[config.mk]
export PLATFORM = sky130hd
export DESIGN_NAME = lane_line_select_and_steer
export DESIGN_NICKNAME = d
export VERILOG_FILES = /design/src/hdl/llss_pkg.sv /design/src/hdl/llss_select.sv /design/src/hdl/llss_steer.sv /design/src/hdl/lane_line_select_and_steer.sv
export VERILOG_INCLUDE_DIRS = /design/src /design/src/hdl
export SDC_FILE = /design/constraint.sdc
export NUM_CORES = 2
export LEC_CHECK = 0
export BUFFER_PORTS_ARGS = -buffer_cell sky130_fd_sc_hd__buf_2
export CORE_MARGIN = 5
export CORE_UTILIZATION = 40
export DETAILED_ROUTE_END_ITERATION = 12
export GPL_TIMING_DRIVEN = 0
export SYNTH_ARGS = -nofsm -noshare
export SYNTH_HDL_FRONTEND = slang
export SYNTH_SLANG_ARGS = --single-unit
[constraint.sdc]
create_clock -name clk -period 26.1 [get_ports clk]
set_input_delay 2.61 -clock clk [delete_from_list [all_inputs] [get_ports clk]]
set_output_delay 2.61 -clock clk [all_outputs]
set_load 0.005 [all_outputs]
[src/hdl/lane_line_select_and_steer_assert.svh]
// -----------------------------------------------------------------------------
// lane_line_select_and_steer assertion macros
// Concurrent checks on clk, disabled while arst_n is low; empty in synthesis.
// -----------------------------------------------------------------------------
`ifndef LANE_LINE_SELECT_AND_STEER_ASSERT_SVH
`define LANE_LINE_SELECT_AND_STEER_ASSERT_SVH
`ifndef SYNTHESIS
// same-cycle implication
`define LLSS_ASSERT_NOW(label, ante, cons, msg) \
	label: assert property (@(posedge clk) disable iff (!arst_n) (ante) |-> (cons)) \
		else $error(msg);
// next-cycle implication
`define LLSS_ASSERT_NEXT(label, ante, cons, msg) \
	label: assert property (@(posedge clk) disable iff (!arst_n) (ante) |=> (cons)) \
		else $error(msg);
`else
`define LLSS_ASSERT_NOW(label, ante, cons, msg)
`define LLSS_ASSERT_NEXT(label, ante, cons, msg)
`endif
`endif

[src/hdl/llss_pkg.sv]
`timescale 1ns / 1ps
// -----------------------------------------------------------------------------
// llss_pkg
// Shared types and constants of the lane line select and steer block.
// -----------------------------------------------------------------------------
package llss_pkg;

	// configuration register indexes
	typedef enum logic [2:0] {
		CFG_CENTER_X     = 3'd0,
		CFG_SLOPE_INV    = 3'd1,
		CFG_STEER_GAIN   = 3'd2,
		CFG_STEER_OFFSET = 3'd3,
		CFG_STEER_MIN    = 3'd4,
		CFG_STEER_MAX    = 3'd5
	} cfg_idx_t;

	// item kinds on the input tuser
	localparam logic CMD_SEG = 1'b0;
	localparam logic CMD_EOF = 1'b1;

	// reset values
	localparam int unsigned RST_CENTER_X   = 320;
	localparam int          CX_RST_BITS    = $clog2(RST_CENTER_X + 1);
	localparam logic [3:0]  RST_SLOPE_INV  = 4'd5;
	localparam logic [6:0]  RST_STEER_GAIN = 7'd35;
	localparam logic [7:0]  RST_STEER_OFS  = 8'd90;
	localparam logic [7:0]  RST_STEER_MIN  = 8'd20;
	localparam logic [7:0]  RST_STEER_MAX  = 8'd160;

	// gain is in hundredths
	localparam logic [6:0]  PCT_SCALE      = 7'd100;

	typedef struct packed {
		logic [6:0] gain;
		logic [7:0] offset;
		logic [7:0] lo;
		logic [7:0] hi;
	} steer_cfg_t;

	// select stage strobes
	typedef struct packed {
		logic seg_go;
		logic frame_go;
	} sel_ctl_t;

	// steering pipeline load enables
	typedef struct packed {
		logic ld_s2;
		logic ld_s3;
		logic ld_s4;
		logic ld_s5;
	} pipe_ctl_t;

endpackage

[src/hdl/llss_select.sv]
`timescale 1ns / 1ps
// -----------------------------------------------------------------------------
// llss_select
// Keeps the longest left and right segment of a frame, folds them into the
// running averages at end of frame and forms the middle line.
// -----------------------------------------------------------------------------
module llss_select #(
	parameter int X_BITS = 10,
	parameter int Y_BITS = 9,
	localparam int CXW = (X_BITS > llss_pkg::CX_RST_BITS) ? X_BITS : llss_pkg::CX_RST_BITS
) (
	input  logic              clk,
	input  logic              arst_n,
	input  llss_pkg::sel_ctl_t ctl,
	input  logic [X_BITS-1:0] x1,
	input  logic [Y_BITS-1:0] y1,
	input  logic [X_BITS-1:0] x2,
	input  logic [Y_BITS-1:0] y2,
	input  logic [CXW-1:0]    center_x,
	input  logic [3:0]        slope_inv,
	output logic [X_BITS-1:0] mid_x1,
	output logic [Y_BITS-1:0] mid_y1,
	output logic [X_BITS-1:0] mid_x2,
	output logic [Y_BITS-1:0] mid_y2,
	output logic              no_left,
	output logic              no_right
);
	import llss_pkg::*;

	localparam int CW = (X_BITS + 2 > Y_BITS + 6) ? X_BITS + 2 : Y_BITS + 6;
	localparam int LW = 2 * ((X_BITS > Y_BITS) ? X_BITS : Y_BITS) + 1;

	logic [X_BITS-1:0] bl_x1_q, bl_x2_q, br_x1_q, br_x2_q;
	logic [Y_BITS-1:0] bl_y1_q, bl_y2_q, br_y1_q, br_y2_q;
	logic [LW-1:0]     bl_len_q, br_len_q;
	logic [X_BITS-1:0] la_x1_q, la_x2_q, ra_x1_q, ra_x2_q;
	logic [Y_BITS-1:0] la_y1_q, la_y2_q, ra_y1_q, ra_y2_q;
	logic              l_seen_q, r_seen_q;

	logic signed [X_BITS:0]   dx;
	logic signed [Y_BITS:0]   dy;
	logic signed [Y_BITS+5:0] dyk;
	logic signed [CW-1:0]     dx_c, ndx_c, dyk_c;
	logic [X_BITS-1:0]        adx;
	logic [Y_BITS-1:0]        ady;
	logic [2*X_BITS-1:0]      sqx;
	logic [2*Y_BITS-1:0]      sqy;
	logic [LW-1:0]            len;
	logic                     is_left, is_right, take_l, take_r;

	logic [X_BITS-1:0] nla_x1, nla_x2, nra_x1, nra_x2;
	logic [Y_BITS-1:0] nla_y1, nla_y2, nra_y1, nra_y2;
	logic [X_BITS:0]   sum_mx1, sum_mx2;
	logic [Y_BITS:0]   sum_my1, sum_my2;

	// slope test, cross-multiplied
	assign dx    = $signed({1'b0, x2}) - $signed({1'b0, x1});
	assign dy    = $signed({1'b0, y2}) - $signed({1'b0, y1});
	assign dyk   = $signed((Y_BITS + 6)'(dy)) * $signed((Y_BITS + 6)'({1'b0, slope_inv}));
	assign dx_c  = CW'(dx);
	assign ndx_c = -dx_c;
	assign dyk_c = CW'(dyk);

	always_comb begin
		if (dx > 0) begin
			is_left  = dyk_c < ndx_c;
			is_right = dyk_c > dx_c;
		end else if (dx < 0) begin
			is_left  = dyk_c > ndx_c;
			is_right = dyk_c < dx_c;
		end else begin
			is_left  = dy < 0;
			is_right = dy > 0;
		end
	end

	// squared length
	assign adx = dx[X_BITS] ? X_BITS'(-dx) : X_BITS'(dx);
	assign ady = dy[Y_BITS] ? Y_BITS'(-dy) : Y_BITS'(dy);
	assign sqx = (2 * X_BITS)'(adx) * (2 * X_BITS)'(adx);
	assign sqy = (2 * Y_BITS)'(ady) * (2 * Y_BITS)'(ady);
	assign len = LW'(sqx) + LW'(sqy);

	assign take_l = is_left && (CXW'(x1) < center_x) && (CXW'(x2) < center_x)
		&& (bl_len_q < len);
	assign take_r = is_right && (CXW'(x1) > center_x) && (CXW'(x2) > center_x)
		&& (br_len_q < len);

	// end of frame: fold kept lines into the averages
	assign no_left  = (bl_len_q == '0);
	assign no_right = (br_len_q == '0);

	always_comb begin
		nla_x1 = la_x1_q;
		nla_y1 = la_y1_q;
		nla_x2 = la_x2_q;
		nla_y2 = la_y2_q;
		nra_x1 = ra_x1_q;
		nra_y1 = ra_y1_q;
		nra_x2 = ra_x2_q;
		nra_y2 = ra_y2_q;
		if (!no_left) begin
			nla_x1 = l_seen_q ? X_BITS'(({1'b0, la_x1_q} + {1'b0, bl_x1_q}) >> 1) : bl_x1_q;
			nla_y1 = l_seen_q ? Y_BITS'(({1'b0, la_y1_q} + {1'b0, bl_y1_q}) >> 1) : bl_y1_q;
			nla_x2 = l_seen_q ? X_BITS'(({1'b0, la_x2_q} + {1'b0, bl_x2_q}) >> 1) : bl_x2_q;
			nla_y2 = l_seen_q ? Y_BITS'(({1'b0, la_y2_q} + {1'b0, bl_y2_q}) >> 1) : bl_y2_q;
		end
		if (!no_right) begin
			nra_x1 = r_seen_q ? X_BITS'(({1'b0, ra_x1_q} + {1'b0, br_x1_q}) >> 1) : br_x1_q;
			nra_y1 = r_seen_q ? Y_BITS'(({1'b0, ra_y1_q} + {1'b0, br_y1_q}) >> 1) : br_y1_q;
			nra_x2 = r_seen_q ? X_BITS'(({1'b0, ra_x2_q} + {1'b0, br_x2_q}) >> 1) : br_x2_q;
			nra_y2 = r_seen_q ? Y_BITS'(({1'b0, ra_y2_q} + {1'b0, br_y2_q}) >> 1) : br_y2_q;
		end
	end

	// middle line pairs the left start with the right end
	assign sum_mx1 = {1'b0, nla_x1} + {1'b0, nra_x2};
	assign sum_my1 = {1'b0, nla_y1} + {1'b0, nra_y2};
	assign sum_mx2 = {1'b0, nla_x2} + {1'b0, nra_x1};
	assign sum_my2 = {1'b0, nla_y2} + {1'b0, nra_y1};
	assign mid_x1  = sum_mx1[X_BITS:1];
	assign mid_y1  = sum_my1[Y_BITS:1];
	assign mid_x2  = sum_mx2[X_BITS:1];
	assign mid_y2  = sum_my2[Y_BITS:1];

	always_ff @(posedge clk or negedge arst_n) begin
		if (!arst_n) begin
			bl_x1_q  <= '0;
			bl_y1_q  <= '0;
			bl_x2_q  <= '0;
			bl_y2_q  <= '0;
			br_x1_q  <= '0;
			br_y1_q  <= '0;
			br_x2_q  <= '0;
			br_y2_q  <= '0;
			bl_len_q <= '0;
			br_len_q <= '0;
			la_x1_q  <= '0;
			la_y1_q  <= '0;
			la_x2_q  <= '0;
			la_y2_q  <= '0;
			ra_x1_q  <= '0;
			ra_y1_q  <= '0;
			ra_x2_q  <= '0;
			ra_y2_q  <= '0;
			l_seen_q <= 1'b0;
			r_seen_q <= 1'b0;
		end else if (ctl.frame_go) begin
			la_x1_q  <= nla_x1;
			la_y1_q  <= nla_y1;
			la_x2_q  <= nla_x2;
			la_y2_q  <= nla_y2;
			ra_x1_q  <= nra_x1;
			ra_y1_q  <= nra_y1;
			ra_x2_q  <= nra_x2;
			ra_y2_q  <= nra_y2;
			l_seen_q <= l_seen_q || !no_left;
			r_seen_q <= r_seen_q || !no_right;
			// drop the per-frame bests
			bl_x1_q  <= '0;
			bl_y1_q  <= '0;
			bl_x2_q  <= '0;
			bl_y2_q  <= '0;
			br_x1_q  <= '0;
			br_y1_q  <= '0;
			br_x2_q  <= '0;
			br_y2_q  <= '0;
			bl_len_q <= '0;
			br_len_q <= '0;
		end else if (ctl.seg_go) begin
			if (take_l) begin
				bl_x1_q  <= x1;
				bl_y1_q  <= y1;
				bl_x2_q  <= x2;
				bl_y2_q  <= y2;
				bl_len_q <= len;
			end
			if (take_r) begin
				br_x1_q  <= x1;
				br_y1_q  <= y1;
				br_x2_q  <= x2;
				br_y2_q  <= y2;
				br_len_q <= len;
			end
		end
	end

`include "lane_line_select_and_steer_assert.svh"

	`LLSS_ASSERT_NEXT(a_frame_clears_best, ctl.frame_go, (bl_len_q == '0) && (br_len_q == '0), "per-frame bests not cleared at end of frame")
	`LLSS_ASSERT_NEXT(a_best_grows, ctl.seg_go && !ctl.frame_go, (bl_len_q >= $past(bl_len_q)) && (br_len_q >= $past(br_len_q)), "kept length shrank on a segment")

endmodule

[src/hdl/llss_steer.sv]
`timescale 1ns / 1ps
// -----------------------------------------------------------------------------
// llss_steer
// Steering angle: center offset times gain plus 100 times offset, divided by one
// hundred by reciprocal multiply and one correction step, clamp, output register.
// -----------------------------------------------------------------------------
module llss_steer #(
	parameter int X_BITS = 10,
	parameter int Y_BITS = 9,
	localparam int CXW = (X_BITS > llss_pkg::CX_RST_BITS) ? X_BITS : llss_pkg::CX_RST_BITS
) (
	input  logic                 clk,
	input  logic                 arst_n,
	input  llss_pkg::pipe_ctl_t  ctl,
	input  llss_pkg::steer_cfg_t cfg,
	input  logic [CXW-1:0]       center_x,
	input  logic [X_BITS-1:0]    mid_x1,
	input  logic [Y_BITS-1:0]    mid_y1,
	input  logic [X_BITS-1:0]    mid_x2,
	input  logic [Y_BITS-1:0]    mid_y2,
	input  logic                 no_left,
	input  logic                 no_right,
	output logic [7:0]           angle_s5,
	output logic                 no_left_s5,
	output logic                 no_right_s5,
	output logic [X_BITS-1:0]    mid_x1_s5,
	output logic [Y_BITS-1:0]    mid_y1_s5,
	output logic [X_BITS-1:0]    mid_x2_s5,
	output logic [Y_BITS-1:0]    mid_y2_s5
);
	import llss_pkg::*;

	localparam int OW = CXW + 1;                   // signed center offset
	localparam int PW = OW + 8;                    // offset times gain
	localparam int BW = 16;                        // offset*100 plus sign
	localparam int NW = ((PW > BW) ? PW : BW) + 1; // numerator
	localparam int SH = NW + 7;
	localparam int QW = NW - 6;
	localparam logic [NW:0] RECIP = (NW + 1)'((64'd1 << SH) / 64'd100);

	logic [X_BITS-1:0] mid_x1_s2, mid_x2_s2, mid_x1_s3, mid_x2_s3, mid_x1_s4, mid_x2_s4;
	logic [Y_BITS-1:0] mid_y1_s2, mid_y2_s2, mid_y1_s3, mid_y2_s3, mid_y1_s4, mid_y2_s4;
	logic              nl_s2, nr_s2, nl_s3, nr_s3, nl_s4, nr_s4;
	logic [NW-1:0]     nabs_s3, nabs_s4;
	logic              neg_s3, neg_s4;
	logic [QW-1:0]     q0_s4;

	logic [X_BITS:0]        msum;
	logic [X_BITS-1:0]      mavg;
	logic signed [OW-1:0]   ofs;
	logic signed [PW-1:0]   prod;
	logic [14:0]            base;
	logic signed [NW-1:0]   num;
	logic                   neg;
	logic [NW-1:0]          nabs;
	logic [2*NW:0]          rprod;
	logic [QW-1:0]          q0;
	logic [NW:0]            qm, rem;
	logic [QW:0]            q;
	logic signed [QW+1:0]   ang, lo_ext, hi_ext, ang_lo, ang_hi;

	// stage 2: offset and scaled numerator
	assign msum = {1'b0, mid_x1_s2} + {1'b0, mid_x2_s2};
	assign mavg = msum[X_BITS:1];
	assign ofs  = $signed(OW'(mavg)) - $signed(OW'(center_x));
	assign prod = $signed(PW'(ofs)) * $signed(PW'({1'b0, cfg.gain}));
	assign base = 15'(cfg.offset) * 15'(PCT_SCALE);
	assign num  = $signed(NW'(prod)) + $signed(NW'(base));
	assign neg  = num[NW-1];
	assign nabs = neg ? NW'(-num) : NW'(num);

	// stage 3: quotient estimate, low by at most one
	assign rprod = (2 * NW + 1)'(nabs_s3) * (2 * NW + 1)'(RECIP);
	assign q0    = rprod[2*NW:SH];

	// stage 4: correct, restore sign, clamp (ceiling wins)
	assign qm     = (NW + 1)'(q0_s4) * (NW + 1)'(PCT_SCALE);
	assign rem    = {1'b0, nabs_s4} - qm;
	assign q      = {1'b0, q0_s4} + (QW + 1)'(rem >= (NW + 1)'(PCT_SCALE));
	assign ang    = neg_s4 ? -$signed({1'b0, q}) : $signed({1'b0, q});
	assign lo_ext = $signed((QW + 2)'(cfg.lo));
	assign hi_ext = $signed((QW + 2)'(cfg.hi));
	assign ang_lo = (ang < lo_ext) ? lo_ext : ang;
	assign ang_hi = (ang_lo > hi_ext) ? hi_ext : ang_lo;

	always_ff @(posedge clk) begin
		if (ctl.ld_s2) begin
			mid_x1_s2 <= mid_x1;
			mid_y1_s2 <= mid_y1;
			mid_x2_s2 <= mid_x2;
			mid_y2_s2 <= mid_y2;
			nl_s2     <= no_left;
			nr_s2     <= no_right;
		end
		if (ctl.ld_s3) begin
			mid_x1_s3 <= mid_x1_s2;
			mid_y1_s3 <= mid_y1_s2;
			mid_x2_s3 <= mid_x2_s2;
			mid_y2_s3 <= mid_y2_s2;
			nl_s3     <= nl_s2;
			nr_s3     <= nr_s2;
			nabs_s3   <= nabs;
			neg_s3    <= neg;
		end
		if (ctl.ld_s4) begin
			mid_x1_s4 <= mid_x1_s3;
			mid_y1_s4 <= mid_y1_s3;
			mid_x2_s4 <= mid_x2_s3;
			mid_y2_s4 <= mid_y2_s3;
			nl_s4     <= nl_s3;
			nr_s4     <= nr_s3;
			nabs_s4   <= nabs_s3;
			neg_s4    <= neg_s3;
			q0_s4     <= q0;
		end
		if (ctl.ld_s5) begin
			mid_x1_s5   <= mid_x1_s4;
			mid_y1_s5   <= mid_y1_s4;
			mid_x2_s5   <= mid_x2_s4;
			mid_y2_s5   <= mid_y2_s4;
			no_left_s5  <= nl_s4;
			no_right_s5 <= nr_s4;
			angle_s5    <= ang_hi[7:0];
		end
	end

`include "lane_line_select_and_steer_assert.svh"

	`LLSS_ASSERT_NEXT(a_angle_in_range, ctl.ld_s5 && (cfg.lo <= cfg.hi), (angle_s5 >= cfg.lo) && (angle_s5 <= cfg.hi), "steering angle outside clamp range")

endmodule

[src/hdl/lane_line_select_and_steer.sv]
`timescale 1ns / 1ps
// Throughput: one beat per cycle on s_axis, segments and end-of-frame alike, while
// no end-of-frame beat waits on full steering stages. A segment updates the kept
// lines from the input register; an end-of-frame result passes three steering
// stages and the output register, which let new beats in while a result waits.
// Reset clears configuration to defaults and all lane state.
// -----------------------------------------------------------------------------
// lane_line_select_and_steer
// Lane line selection from Hough segments and clamped steering angle output.
// -----------------------------------------------------------------------------
module lane_line_select_and_steer #(
	parameter int X_BITS = 10,
	parameter int Y_BITS = 9,
	localparam int IW = ((2 * X_BITS + 2 * Y_BITS + 7) / 8) * 8,
	localparam int RW = ((10 + 2 * X_BITS + 2 * Y_BITS + 7) / 8) * 8
) (
	input  logic              clk,
	input  logic              arst_n,
	input  logic              cfg_we,
	input  logic [2:0]        cfg_idx,
	input  logic [X_BITS-1:0] cfg_data,
	input  logic              s_axis_tvalid,
	output logic              s_axis_tready,
	input  logic [IW-1:0]     s_axis_tdata,  // seg_x1, seg_y1, seg_x2, seg_y2, zero pad
	input  logic              s_axis_tuser,  // cmd
	output logic              m_axis_tvalid,
	input  logic              m_axis_tready,
	output logic [RW-1:0]     m_axis_tdata   // steer_angle, no_left, no_right,
	                                         // mid_x1, mid_y1, mid_x2, mid_y2, zero pad
);
	import llss_pkg::*;

	localparam int CXW = (X_BITS > CX_RST_BITS) ? X_BITS : CX_RST_BITS;
	localparam int SW  = 2 * X_BITS + 2 * Y_BITS;

	logic [CXW-1:0] center_x_q;
	logic [3:0]     slope_inv_q;
	steer_cfg_t     steer_q;

	logic              v_s1, v_s2, v_s3, v_s4, v_s5;
	logic              cmd_s1;
	logic [X_BITS-1:0] x1_s1, x2_s1;
	logic [Y_BITS-1:0] y1_s1, y2_s1;
	logic              rdy2, rdy3, rdy4, rdy5, go1, in_acc;
	sel_ctl_t          sctl;
	pipe_ctl_t         pctl;

	logic [X_BITS-1:0] mid_x1, mid_x2, o_x1, o_x2;
	logic [Y_BITS-1:0] mid_y1, mid_y2, o_y1, o_y2;
	logic              no_left, no_right, o_nl, o_nr;
	logic [7:0]        o_angle;

	// configuration registers
	always_ff @(posedge clk or negedge arst_n) begin
		if (!arst_n) begin
			center_x_q    <= CXW'(RST_CENTER_X);
			slope_inv_q   <= RST_SLOPE_INV;
			steer_q.gain   <= RST_STEER_GAIN;
			steer_q.offset <= RST_STEER_OFS;
			steer_q.lo     <= RST_STEER_MIN;
			steer_q.hi     <= RST_STEER_MAX;
		end else if (cfg_we) begin
			unique case (cfg_idx_t'(cfg_idx))
				CFG_CENTER_X:     center_x_q     <= CXW'(cfg_data);
				CFG_SLOPE_INV:    slope_inv_q    <= cfg_data[3:0];
				CFG_STEER_GAIN:   steer_q.gain   <= cfg_data[6:0];
				CFG_STEER_OFFSET: steer_q.offset <= cfg_data[7:0];
				CFG_STEER_MIN:    steer_q.lo     <= cfg_data[7:0];
				CFG_STEER_MAX:    steer_q.hi     <= cfg_data[7:0];
				default: ;
			endcase
		end
	end

	// flow control: a segment retires in stage 1, a frame end moves on
	assign rdy5 = !v_s5 || m_axis_tready;
	assign rdy4 = !v_s4 || rdy5;
	assign rdy3 = !v_s3 || rdy4;
	assign rdy2 = !v_s2 || rdy3;
	assign go1  = v_s1 && ((cmd_s1 == CMD_SEG) || rdy2);

	assign s_axis_tready = !v_s1 || go1;
	assign in_acc        = s_axis_tvalid && s_axis_tready;

	assign sctl.seg_go   = go1 && (cmd_s1 == CMD_SEG);
	assign sctl.frame_go = go1 && (cmd_s1 == CMD_EOF);
	assign pctl.ld_s2    = sctl.frame_go;
	assign pctl.ld_s3    = v_s2 && rdy3;
	assign pctl.ld_s4    = v_s3 && rdy4;
	assign pctl.ld_s5    = v_s4 && rdy5;

	always_ff @(posedge clk or negedge arst_n) begin
		if (!arst_n) begin
			v_s1 <= 1'b0;
			v_s2 <= 1'b0;
			v_s3 <= 1'b0;
			v_s4 <= 1'b0;
			v_s5 <= 1'b0;
		end else begin
			v_s1 <= in_acc || (v_s1 && !go1);
			v_s2 <= pctl.ld_s2 || (v_s2 && !pctl.ld_s3);
			v_s3 <= pctl.ld_s3 || (v_s3 && !pctl.ld_s4);
			v_s4 <= pctl.ld_s4 || (v_s4 && !pctl.ld_s5);
			v_s5 <= pctl.ld_s5 || (v_s5 && !m_axis_tready);
		end
	end

	// input register: hold the beat until stage 1 retires it
	always_ff @(posedge clk) begin
		if (in_acc) begin
			cmd_s1 <= s_axis_tuser;
			x1_s1  <= s_axis_tdata[X_BITS-1:0];
			y1_s1  <= s_axis_tdata[X_BITS+Y_BITS-1:X_BITS];
			x2_s1  <= s_axis_tdata[2*X_BITS+Y_BITS-1:X_BITS+Y_BITS];
			y2_s1  <= s_axis_tdata[SW-1:2*X_BITS+Y_BITS];
		end
	end

	llss_select #(
		.X_BITS(X_BITS),
		.Y_BITS(Y_BITS)
	) u_select (
		.clk      (clk),
		.arst_n   (arst_n),
		.ctl      (sctl),
		.x1       (x1_s1),
		.y1       (y1_s1),
		.x2       (x2_s1),
		.y2       (y2_s1),
		.center_x (center_x_q),
		.slope_inv(slope_inv_q),
		.mid_x1   (mid_x1),
		.mid_y1   (mid_y1),
		.mid_x2   (mid_x2),
		.mid_y2   (mid_y2),
		.no_left  (no_left),
		.no_right (no_right)
	);

	llss_steer #(
		.X_BITS(X_BITS),
		.Y_BITS(Y_BITS)
	) u_steer (
		.clk        (clk),
		.arst_n     (arst_n),
		.ctl        (pctl),
		.cfg        (steer_q),
		.center_x   (center_x_q),
		.mid_x1     (mid_x1),
		.mid_y1     (mid_y1),
		.mid_x2     (mid_x2),
		.mid_y2     (mid_y2),
		.no_left    (no_left),
		.no_right   (no_right),
		.angle_s5   (o_angle),
		.no_left_s5 (o_nl),
		.no_right_s5(o_nr),
		.mid_x1_s5  (o_x1),
		.mid_y1_s5  (o_y1),
		.mid_x2_s5  (o_x2),
		.mid_y2_s5  (o_y2)
	);

	assign m_axis_tvalid = v_s5;
	assign m_axis_tdata  = RW'({o_y2, o_x2, o_y1, o_x1, o_nr, o_nl, o_angle});

`include "lane_line_select_and_steer_assert.svh"

	`LLSS_ASSERT_NEXT(a_frame_enters_s2, pctl.ld_s2, v_s2, "end-of-frame beat lost on its way to the steering stages")
	`LLSS_ASSERT_NOW(a_empty_takes_beat, !v_s1, s_axis_tready, "empty input stage refused a beat")

endmodule
==> metrics.md <==
| Metric | Value |
|---|---|
| Number of port buffers | between 100 and 150 |
| RSZ-0062 raised after global routing | no |
| Top-area cell type share of the netlist area | 0.176 |
| Dominant cell type by area after synthesis | ha_1 |
| WHS | approximately 410 ps |
| Sum Neg Setup Slack | 0 ps |
| Ant. Diodes | 0 |
| CTS Sinks | slightly above 500 |
| Post-synth top flop | edfxtp_1 |
| Top cell by count, worst path | fa_1 |
| H-tree levels | 2 |
| DIE WIDTH | ~360 um |
| Initial core utilization | 0.404 |
| CP startpoint | x2_s1[0] |
| Detailed-route via count | approximately 34000 |
| Drt total wl | around 120 mm |
| CTS tree | built |
| GPL Wtd Cong | a little over 0.9 |
| Largest net degree at the start of global routing | between 90 and 100 |
| Area Growth Syn to Fin | 9.96% |
| Yosys reg bits | a little over 500 |
| Die area | 0.126 mm2 |
| CTS Buffer Depth | 3 |
| DR iter-0 viols | around 1900 |
| Core box area | around 0.12 mm2 |
| Initial antenna violation count | 2 |
| First-pass GRT wire length | approximately 190 mm |
| Routed len/inst | about 18 um |
| Post-route minimum period | between 10000 and 15000 ps |
| DRT antenna net count | 0 |
| DP Worst Slack | approximately 14000 ps |
| Via/cell ratio | ~5.2 |
| Max cap viols | 0 |
| Area contributors post-synth | ha_1 18%, edfxtp_1 16%, fa_1 16%, dfrtp_1 12%, inv_1 5.5% |
| Post_cts resized | 0 |
| Synth Net Count | just under 6000 |
| Fraction of the yosys area taken by sequential cells | 0.293 |
| Share of cells above drive strength 1 | 0.0736 |
| GRT Util Overall | 0.190 |
| Hold wc startpoint | u_steer.mid_y2_s3[0] |
| TritonRoute pass-1 iters | 6 |
| Status | finished, final reports clean |
| Final setup vio count | 0 |
| Fmax achieved | 0.0801 GHz |
| # IOs | around 110 |
| Mapped Area | around 0.048 mm2 |
| Cells after Synth | 4768 |
| Clk_skew | around 69 ps |
| Rel. slew slack | 0.169 |
| HP Class | reg2reg |
| Root buf cell | clkbuf_16 |
| Critical setup path kind | reg2reg |
| Die H | 355 um |
| Final nets | slightly above 6000 |
| CP max FO | 10 |
| Yosys warning total | 0 |
| Number of flops mapped to enable cells by yosys | approximately 260 |
| Cts hold-fix bufs | 0 |
| Vias in the first global route | ~35000 |
| WP data arrival | 13090 ps |
| Commonest non-fill, non-tap cell in the layout | inv_1 |
| Critical path's slowest cell | xor2_1 |
| Detailed Place HPWL | between 90 and 100 mm |
| Yosys cell types | 86 |
| Final worst path period share | 0.479 |
| Slack of the critical path | between 10000 and 15000 ps |
| Clock latency at the later pin of the worst-skew pair | 690 ps |
| Max-slew violation count | 0 |
| Residual DRC count | 0 |
| WP data required | ~27000 ps |
| Startpoint types | flop |
| Post-CTS Setup Bufs | 0 |
| TritonCTS Buffers | between 50 and 60 |
| Mean Syn Cell Area | between 10 and 15 um2 |
| Async SR Flop Fraction | 0.485 |
| Crit end category | flop |
| Commonest non-fill, non-tap cells in the layout | 704 x inv_1, 671 x ha_1, 424 x nand2_1, 372 x fa_1, 271 x nor2_1 |
| Tightest Pin Transition | about 1200 ps |
| Reg clk slew, reported paths | 70 ps |
| Max incr delay on CP | 710 ps |
| GRT overflow | 0 |
| Final hold vios | 0 |
| FF-to-FF Start | x2_s1[0] |
| Cell Rows | approximately 130 |
==> registers in the layout, summed over array words and instances, names as in the netlist, 14 cells and up <==
register,count
u_steer.nabs_s3,20
steer_q,31
u_steer.nabs_s4,18
u_select.bl_len_q,21
u_steer.q0_s4,14
u_select.br_len_q,21
==> stage by stage <==
stage           util  instances  instance area, um2
2_1_floorplan      -       4768               47700
3_3_place_gp   0.424       6409               50200
6_report       0.444       6524               52500
5_1_grt        0.444       6524               52500
4_1_cts        0.444       6524               52500
3_5_place_dp   0.426       6417               50400
==> area by class of cell <==
type	count	area, um2
sequential	507	14000
clock buffer	64	1460
tap	1536	1920
multi-input combinational	3444	30600
buffer	108	459
inverter	709	2660
fill	11257	65700
timing repair buffer	113	713
clock inverter	43	629
==> metal layers <==
layer  track usage  share of wire  wire length (um)  up-vias
met4        0.0478          0.028              3320        0
met2         0.332           0.49             58200      616
li1              -              -                 -    16513
met5             0              0                 0        -
met3        0.0223          0.040              4740      162
met1         0.252           0.45             53500    16698
==> worst max-delay path, delay by kind of cell (launching register included) <==
family | cells | cell delay, ps
AOI/OAI and AO/OA | 10 | 2780
xor gates and xnor gates | 3 | 1550
adders and majority gates | 10 | 4290
buffers and inverters | 8 | 890
DFF | 1 | 480
muxes | 1 | 220
and+or+nand+nor | 7 | 2180
==> cell families after synthesis <==
family	share of synthesized area
buffers and inverters	0.0654
and+or+nand+nor	0.112
adders and majority gates	0.332
AOI/OAI and AO/OA	0.109
xor gates and xnor gates	0.0433
DFF	0.293
muxes	0.0454
==> synthesized netlist by cell type, drive strengths merged (55+ instances only) <==
cell type,number
ha,671
nor2b,56
and2,91
fa,372
nand2,424
mux2i,158
xor2,64
o21ai,226
a21oi,246
inv,705
dfrtp,231
edfxtp,261
xnor2,171
nor2,271
nor3,55
clkbuf,86
a21o,73
==> final timing paths <==
check	end	slack, ps	cells after the start
max in group asynchronous	u_select.la_x2_q[8]	22850	3
worst max-delay path	u_select.br_len_q[11]	13610	39
worst max register to register	u_select.br_len_q[11]	13610	39
worst min-delay path	u_steer.mid_y2_s4[0]	410	0
worst min register to register	u_steer.mid_y2_s4[0]	410	0
min in group asynchronous	slope_inv_q[3]	1900	1
Power is left out: the tool's default activity adds up to more than one toggle a clock period on the data nets, which glitch-free logic cannot reach.
